[config.mk]
export PLATFORM = sky130hd
export DESIGN_NAME = hi_lo_multiply_divide_unit
export DESIGN_NICKNAME = d
export VERILOG_FILES = /design/src/sv/hlmd_pkg.sv /design/src/sv/hi_lo_multiply_divide_unit.sv
export SDC_FILE = /design/constraint.sdc
export NUM_CORES = 1
export LEC_CHECK = 0
export BUFFER_PORTS_ARGS = -buffer_cell sky130_fd_sc_hd__buf_2
export CAP_MARGIN = 20
export CORE_MARGIN = 2
export CORE_UTILIZATION = 27
export CTS_CLUSTER_DIAMETER = 80
export DETAILED_ROUTE_END_ITERATION = 12
export GPL_TIMING_DRIVEN = 0
export PLACE_DENSITY = 0.51
export RECOVER_POWER = 25
export SLEW_MARGIN = 10
export SYNTH_ARGS = -nofsm -noshare
export SYNTH_HDL_FRONTEND = slang
export SYNTH_SLANG_ARGS = --single-unit
[constraint.sdc]
create_clock -name clk -period 3.4 [get_ports clk]
set_clock_uncertainty 0.1 [all_clocks]
set_input_delay 0.34 -clock clk [delete_from_list [all_inputs] [get_ports clk]]
set_output_delay 0.34 -clock clk [all_outputs]
set_load 0.02 [all_outputs]
[src/sv/hlmd_pkg.sv]
// ----------------------------------------------------------------------------
// hlmd_pkg
// Shared widths, operation codes and controller states for the HI/LO
// multiply/divide unit.
// ----------------------------------------------------------------------------
`default_nettype none

package hlmd_pkg;

  // Architectural word width (16 to 32) and fixed port field width
  localparam int WORD_W  = 32;
  localparam int FIELD_W = 32;
  localparam int OP_W    = 3;
  localparam int CNT_W   = $clog2(WORD_W);

  // Operation codes; code 7 has no meaning and behaves as read only
  typedef enum logic [OP_W-1:0] {
    OP_MULT_S  = 3'd0,
    OP_MULT_U  = 3'd1,
    OP_DIV_S   = 3'd2,
    OP_DIV_U   = 3'd3,
    OP_MADD_S  = 3'd4,
    OP_WRITE_LO = 3'd5,
    OP_READ    = 3'd6
  } op_t;

  // Controller states
  typedef enum logic [1:0] {
    ST_IDLE,
    ST_RUN,
    ST_SIGN,
    ST_DONE
  } state_t;

endpackage

`default_nettype wire

[src/sv/hi_lo_multiply_divide_unit.sv]
// ----------------------------------------------------------------------------
// hi_lo_multiply_divide_unit
// MIPS32 style HI/LO multiply, divide and multiply-accumulate unit.
// ----------------------------------------------------------------------------
// One item is worked at a time. For multiplies, multiply-accumulate and
// divides by a nonzero divisor, operand magnitudes latch at acceptance, then
// a one-bit-per-cycle shift-add / restoring-subtract loop runs over the
// WORD_W bits, a sign-correction step follows, HI:LO is committed (where the
// accumulate add happens) and the result beat is then shown from the output
// register.
// Write lo, read only, the unused code and a divide by zero skip the loop
// and the sign step. The input is stalled while an item is in flight; a
// finished result waits in the output register while the unit takes the
// next item, and a second result is held back until the first beat has gone.
`default_nettype none

module hi_lo_multiply_divide_unit
  import hlmd_pkg::*;
(
  input  wire logic               clk,
  input  wire logic               rst_n,
  // input channel
  input  wire logic               in_valid,
  output logic                    in_stall,
  input  wire logic [OP_W-1:0]    in_operation,
  input  wire logic [FIELD_W-1:0] in_operand_a,
  input  wire logic [FIELD_W-1:0] in_operand_b,
  // result channel
  output logic                    out_valid,
  input  wire logic               out_stall,
  output logic [FIELD_W-1:0]      out_hi_value,
  output logic [FIELD_W-1:0]      out_lo_value,
  output logic                    out_divide_by_zero
);

  // --------------------------------------------------------------------------
  // Registers
  // --------------------------------------------------------------------------
  state_t              state_r, state_nxt;
  op_t                 op_r, op_nxt;
  logic                neg_lo_r, neg_lo_nxt;
  logic                neg_hi_r, neg_hi_nxt;
  logic                dz_r, dz_nxt;
  logic [CNT_W-1:0]    cnt_r, cnt_nxt;
  logic [WORD_W-1:0]   hi_w_r, hi_w_nxt;   // product upper / partial remainder
  logic [WORD_W-1:0]   lo_w_r, lo_w_nxt;   // multiplier / dividend -> quotient
  logic [WORD_W-1:0]   opb_r, opb_nxt;     // multiplicand / divisor
  logic [WORD_W-1:0]   hi_r, hi_nxt;
  logic [WORD_W-1:0]   lo_r, lo_nxt;
  logic                out_valid_r, out_valid_nxt;
  logic                out_dz_r, out_dz_nxt;

  // controller outputs
  logic accept, run_step, sign_step, commit;

  // --------------------------------------------------------------------------
  // Input decode
  // --------------------------------------------------------------------------
  op_t               in_op;
  logic [WORD_W-1:0] a_w, b_w, mag_a, mag_b;
  logic              is_signed, is_mul_in, is_div_in, b_zero, needs_run;

  assign in_op = op_t'(in_operation);
  assign a_w   = in_operand_a[WORD_W-1:0];
  assign b_w   = in_operand_b[WORD_W-1:0];
  assign b_zero = (b_w == '0);

  always_comb begin
    is_signed = 1'b0;
    is_mul_in = 1'b0;
    is_div_in = 1'b0;
    unique case (in_op) inside
      OP_MULT_S, OP_MADD_S: begin
        is_signed = 1'b1;
        is_mul_in = 1'b1;
      end
      OP_MULT_U: is_mul_in = 1'b1;
      OP_DIV_S: begin
        is_signed = 1'b1;
        is_div_in = 1'b1;
      end
      OP_DIV_U: is_div_in = 1'b1;
      default: ;
    endcase
  end

  assign mag_a = (is_signed && a_w[WORD_W-1]) ? (~a_w + 1'b1) : a_w;
  assign mag_b = (is_signed && b_w[WORD_W-1]) ? (~b_w + 1'b1) : b_w;
  assign needs_run = is_mul_in || (is_div_in && !b_zero);

  // --------------------------------------------------------------------------
  // Next state
  // --------------------------------------------------------------------------
  always_comb begin
    state_nxt = state_r;
    unique case (state_r)
      ST_IDLE: if (in_valid) state_nxt = needs_run ? ST_RUN : ST_DONE;
      ST_RUN:  if (cnt_r == '0) state_nxt = ST_SIGN;
      ST_SIGN: state_nxt = ST_DONE;
      ST_DONE: if (!(out_valid_r && out_stall)) state_nxt = ST_IDLE;
      default: state_nxt = ST_IDLE;
    endcase
  end

  // --------------------------------------------------------------------------
  // Controller outputs
  // --------------------------------------------------------------------------
  always_comb begin
    in_stall  = 1'b1;
    accept    = 1'b0;
    run_step  = 1'b0;
    sign_step = 1'b0;
    commit    = 1'b0;
    unique case (state_r)
      ST_IDLE: begin
        in_stall = 1'b0;
        accept   = in_valid;
      end
      ST_RUN:  run_step  = 1'b1;
      ST_SIGN: sign_step = 1'b1;
      ST_DONE: commit = !(out_valid_r && out_stall);
      default: ;
    endcase
  end

  // --------------------------------------------------------------------------
  // Serial datapath: one bit per cycle
  // --------------------------------------------------------------------------
  logic [WORD_W:0]     mul_sum, div_pr, div_diff;
  logic [2*WORD_W-1:0] pair, pair_neg, madd_sum;
  logic                op_is_mul;

  assign op_is_mul = (op_r == OP_MULT_S) || (op_r == OP_MULT_U) || (op_r == OP_MADD_S);
  assign mul_sum  = {1'b0, hi_w_r} + (lo_w_r[0] ? {1'b0, opb_r} : '0);
  assign div_pr   = {hi_w_r, lo_w_r[WORD_W-1]};
  assign div_diff = div_pr - {1'b0, opb_r};
  assign pair     = {hi_w_r, lo_w_r};
  assign pair_neg = ~pair + 1'b1;
  assign madd_sum = {hi_r, lo_r} + pair;

  always_comb begin
    op_nxt     = op_r;
    neg_lo_nxt = neg_lo_r;
    neg_hi_nxt = neg_hi_r;
    dz_nxt     = dz_r;
    cnt_nxt    = cnt_r;
    hi_w_nxt   = hi_w_r;
    lo_w_nxt   = lo_w_r;
    opb_nxt    = opb_r;
    if (accept) begin
      // latch magnitudes and result signs
      op_nxt     = in_op;
      dz_nxt     = is_div_in && b_zero;
      neg_lo_nxt = is_signed && (a_w[WORD_W-1] ^ b_w[WORD_W-1]);
      neg_hi_nxt = is_signed && a_w[WORD_W-1];
      cnt_nxt    = CNT_W'(WORD_W - 1);
      hi_w_nxt   = '0;
      lo_w_nxt   = is_div_in ? mag_a : (is_mul_in ? mag_b : a_w);
      opb_nxt    = is_div_in ? mag_b : mag_a;
    end else if (run_step) begin
      cnt_nxt = cnt_r - 1'b1;
      if (op_is_mul) begin
        // shift-add: low product bits shift in behind the multiplier
        hi_w_nxt = mul_sum[WORD_W:1];
        lo_w_nxt = {mul_sum[0], lo_w_r[WORD_W-1:1]};
      end else begin
        // restoring divide: quotient bits shift in behind the dividend
        hi_w_nxt = div_diff[WORD_W] ? div_pr[WORD_W-1:0] : div_diff[WORD_W-1:0];
        lo_w_nxt = {lo_w_r[WORD_W-2:0], ~div_diff[WORD_W]};
      end
    end else if (sign_step) begin
      if (op_is_mul) begin
        if (neg_lo_r) {hi_w_nxt, lo_w_nxt} = pair_neg;
      end else begin
        if (neg_lo_r) lo_w_nxt = ~lo_w_r + 1'b1;
        if (neg_hi_r) hi_w_nxt = ~hi_w_r + 1'b1;
      end
    end
  end

  // --------------------------------------------------------------------------
  // HI/LO commit and result beat
  // --------------------------------------------------------------------------
  always_comb begin
    hi_nxt = hi_r;
    lo_nxt = lo_r;
    if (commit) begin
      unique case (op_r) inside
        OP_MULT_S, OP_MULT_U, OP_DIV_S, OP_DIV_U: begin
          if (!dz_r) begin
            hi_nxt = hi_w_r;
            lo_nxt = lo_w_r;
          end
        end
        OP_MADD_S:   {hi_nxt, lo_nxt} = madd_sum;
        OP_WRITE_LO: lo_nxt = lo_w_r;
        default: ;
      endcase
    end
  end

  assign out_valid_nxt = commit ? 1'b1 : (out_valid_r && out_stall);
  assign out_dz_nxt    = commit ? dz_r : out_dz_r;

  // control and architectural state
  always_ff @(posedge clk) begin
    if (!rst_n) begin
      state_r     <= ST_IDLE;
      hi_r        <= '0;
      lo_r        <= '0;
      out_valid_r <= 1'b0;
      out_dz_r    <= 1'b0;
    end else begin
      state_r     <= state_nxt;
      hi_r        <= hi_nxt;
      lo_r        <= lo_nxt;
      out_valid_r <= out_valid_nxt;
      out_dz_r    <= out_dz_nxt;
    end
  end

  // working registers
  always_ff @(posedge clk) begin
    op_r     <= op_nxt;
    neg_lo_r <= neg_lo_nxt;
    neg_hi_r <= neg_hi_nxt;
    dz_r     <= dz_nxt;
    cnt_r    <= cnt_nxt;
    hi_w_r   <= hi_w_nxt;
    lo_w_r   <= lo_w_nxt;
    opb_r    <= opb_nxt;
  end

  assign out_valid          = out_valid_r;
  assign out_hi_value       = FIELD_W'(hi_r);
  assign out_lo_value       = FIELD_W'(lo_r);
  assign out_divide_by_zero = out_dz_r;

  // --------------------------------------------------------------------------
  // Assertions
  // --------------------------------------------------------------------------
  // the iteration loop always ends in the sign step
  a_run_exit: assert property (@(posedge clk) disable iff (!rst_n)
    (state_r == ST_RUN && cnt_r == '0) |=> (state_r == ST_SIGN))
    else $error("iteration loop did not end in the sign step");

  // a finished divide leaves a remainder magnitude below the divisor
  a_rem_bound: assert property (@(posedge clk) disable iff (!rst_n)
    (state_r == ST_SIGN && !op_is_mul) |-> (hi_w_r < opb_r))
    else $error("divide remainder not below divisor");

  // divide-by-zero flag only ever belongs to a divide
  a_dz_div: assert property (@(posedge clk) disable iff (!rst_n)
    (state_r != ST_IDLE && dz_r) |-> (op_r == OP_DIV_S || op_r == OP_DIV_U))
    else $error("divide-by-zero flag on a non-divide");

  // a new result never overwrites a stalled beat
  a_hold_commit: assert property (@(posedge clk) disable iff (!rst_n)
    (state_r == ST_DONE && out_valid_r && out_stall) |=>
      (state_r == ST_DONE && $stable(hi_r) && $stable(lo_r)))
    else $error("HI/LO committed while a result beat was stalled");

endmodule

`default_nettype wire
==> impl_metrics.csv <==
group,metric,value,unit
setup_path,r2r_cells,15,
setup_path,worst_setup_path_end_kind,"flop",
timing,maxSlewHeadroom,26.7,%
min_path,hp-class,"in -> reg",
setup_path,cp-start-kind,"flop",
floorplanning,coreArea,70100,um^2
finish,final_cell_mix,"323 x nand2_1, 269 x nor2_1, 240 x a21oi_1",
floorplanning,row_count,97,
logic_synthesis,ys_types,87,
finish,fillCellCount,7719,
cts,clk_pin_slew,0.08,ns
timing,fin_ws,-0.102,ns
pwr,combPwrFrac,70.0,%
timing,setup_tns,-0.782,ns
timing,min_period,3.50,ns
global_routing,grt_pass1_wl,127000,um
pwr,power,20.1,mW
timing,fmax,286,MHz
logic_synthesis,synth.ff_latch_count,175,
logic_synthesis,yosysWarnings,0,
pwr,switching_share,52.9,%
setup_path,r2r-end,"out_hi_value[6]",
setup_path,r2r-start,"lo_w_r[0]",
pwr,pwr-share-seq,20.1,%
routing,drt-total-wl,87600,um
placed_design,place_congestion,0.935,
job,maxCapViolCount,0,
finish,drive_above_1_share,15.4,%
cts,clock-sinks,175,
cts,cts_tree,"built",
pwr,power_switching,10.6,mW
cts,h-tree-depth,4,
setup_path,worstPathArrival,3.76,ns
cts,clk-insertion-delay-late,0.51,ns
setup_path,crit_path_end,"out_hi_value[6]",
global_routing,antenna_found_initial,4,
pwr,pwr_density_cell,849,nW/um^2
floorplanning,fp.dieW,271,um
routing,post_drt_wl_per_cell,22.8,um
floorplanning,design.die.area,73200,um^2
timing,hold_viol,0,
timing,fin_crit_sh,103,%
setup_path,path_max_fanout,4,
global_routing,track_usage,22.8,%
global_routing,grt_pass1_vias,20100,
timing,final_max_slew_viol_count,0,
logic_synthesis,yosysSeqAreaShare,21.9,%
placed_design,dpl_worst_slack,-1.10,ns
cts,clockBufferDepth,2,
global_routing,grt_max_degree,33,
logic_synthesis,syn_inst,2628,
placed_design,dp_hpwl,67400,um
cts,cts_buffers,17,
pwr,clkPwrFrac,9.9,%
logic_synthesis,ys_dominant_reg_cell,"dfxtp_1",
routing,vias_per_cell,5.66,
pwr,p_int,9.49,mW
logic_synthesis,syn-cell-area,19200,um^2
logic_synthesis,syn-mean-instance-area,7.30,um^2
routing,drc,0,
timing,worst_pin_slew,1.10,ns
finish,fin_nets,3097,
pwr,p_leak,9.44,nW
run_status,violations,"negative setup slack",
logic_synthesis,async_reset_ff_share,0,%
logic_synthesis,synth-edff-count,70,
setup_path,rrSetupSlack,-0.10,ns
timing,setup_viol,14,
finish,syn_to_final_growth,23.5,%
setup_path,crit_start,"lo_w_r[0]",
routing,ant_nets,0,
logic_synthesis,synth.net_count,2840,
routing,dr.pass1.iters,6,
floorplanning,pin_count,138,
routing,first_iter_violations,2087,
finish,final_common_cell,"nand2_1",
setup_path,criticalPathCategory,"reg -> reg",
placed_design,port_buffers,134,
pwr,ir_drop,0.703,mV
run_status,outcome,"finished, violations left",
cts,clockRootBuffer,"clkbuf_16",
floorplanning,initial_utilization,27.4,%
routing,vias,21700,
floorplanning,die_h,271,um
global_routing,grt-ovfl-total,0,
timing,rsz0062_at_grt,"yes",
setup_path,required,3.66,ns
metrics by stage:
step,hold WS [ns],utilization (%),cell area (um^2),std cells
detailed placement,0.358,30.1,21100,3703
CTS,0.00229,32.6,22900,3798
finish,0.118,33.8,23700,3839
global route,0.106,33.8,23700,3838
floorplan,0.339,-,19200,2628
global placement,0.349,30.0,21100,3702
per-layer routing:
| layer | global-route usage [%] | part of all wire (%) | vias to the layer above |
|---|---|---|---|
| met3 | 3.26 | 6.5 | 133 |
| li1 | - | - | 10200 |
| met5 | 0 | 0.011 | - |
| met1 | 30.3 | 43 | 10500 |
| met4 | 7.63 | 3.1 | 2 |
| met2 | 37.6 | 47 | 883 |
kinds of logic after synthesis:
| group | share of synthesized area, % |
|---|---|
| flops | 21.9 |
| buf+inv | 4.90 |
| xor+xnor | 8.76 |
| simple gates | 22.5 |
| fa+ha+maj | 9.31 |
| compound gates | 30.1 |
| mux | 2.56 |
worst min path at each step:
| stage | from | end | depth (start not counted) |
|---|---|---|---|
| after floorplan | in_operation[0] | op_r[0] | 0 |
| after global placement | out_hi_value[17] | out_hi_value[17] | 2 |
| after detailed placement | out_hi_value[22] | out_hi_value[22] | 2 |
| after CTS | in_operation[2] | op_r[2] | 1 |
| after global routing | rst_n | out_lo_value[4] | 3 |
| final | rst_n | out_lo_value[4] | 3 |
registers in the layout, indices dropped and copies added (netlist names):
signal,cells
out_hi_value,32
neg_hi_r,1
dz_r,1
out_valid,1
neg_lo_r,1
op_r,3
opb_r,32
lo_w_r,32
out_lo_value,32
cnt_r,5
out_divide_by_zero,1
hi_w_r,32
state_r,2
final cells by class:
class,instances,area [um^2],area share [%]
antenna,1,2.50,0.0106
buffer,149,674,2.85
clock buffer,21,462,1.95
clock inverter,11,80.1,0.338
inverter,82,320,1.35
multi-input combinational,2208,15200,64.0
sequential,175,4250,17.9
tap,940,1180,4.96
timing repair buffer,252,1570,6.62
synth_stat cells (19+ instances only):
cell / n / area share (%)
nand2_1: 328 / 6.4
nor2_1: 276 / 5.4
a21oi_1: 255 / 6.6
o21ai_0: 185 / 4.8
ha_1: 138 / 9.0
clkbuf_1: 126 / 2.5
dfxtp_1: 105 / 11
xnor2_1: 101 / 4.6
xor2_1: 91 / 4.2
a21o_1: 81 / 3.2
inv_1: 80 / 1.6
edfxtp_1: 70 / 11
nand3_1: 63 / 1.6
nor3_1: 58 / 1.5
mux2i_1: 40 / 2.1
a211oi_1: 39 / 1.5
o211ai_1: 37 / 1.4
a31oi_1: 33 / 1.1
o221ai_1: 29 / 1.3
nor4_1: 28 / 0.91
o31ai_1: 27 / 1.1
buf_1: 26 / 0.51
nand2b_1: 24 / 0.78
nand4_1: 22 / 0.72
and3_1: 21 / 0.68
a311oi_1: 20 / 0.91
and2_1: 20 / 0.65
o21bai_1: 20 / 0.78
or4_1: 20 / 0.78
o22ai_1: 19 / 0.62
power by group through the flow:
stage	clock network (mW)	logic (mW)	registers [mW]
after detailed placement	0	11.4	4.16
after global routing	2.09	15.2	4.08
final	1.99	14.1	4.05
after floorplan	0	8.20	3.65
after CTS	2.01	12.9	4.02
after global placement	0	11.4	4.17
timing repair:
action,4_1_cts,5_1_grt
gates cloned,1,1
hold buffers,2,0
pin swaps,45,73
hold endpoints to repair,2,0
setup buffers,65,48
gates resized for setup,167,144
endpoints found under the setup margin,80,75
critical path, cell delays in order, from the launching register on:
cell and delay [ns]:
edfxtp_1 0.37, buf_6 0.16, ha_4 0.17, fa_2 0.23, a211oi_2 0.09, or3b_4 0.43
a32oi_4 0.32, nand3_2 0.18, o21ai_4 0.22, a41oi_4 0.23, buf_4 0.21, buf_6 0.12
buf_4 0.13, xnor2_1 0.11, o221ai_1 0.18, a21oi_1 0.09
Power figures use the tool's default switching activity.
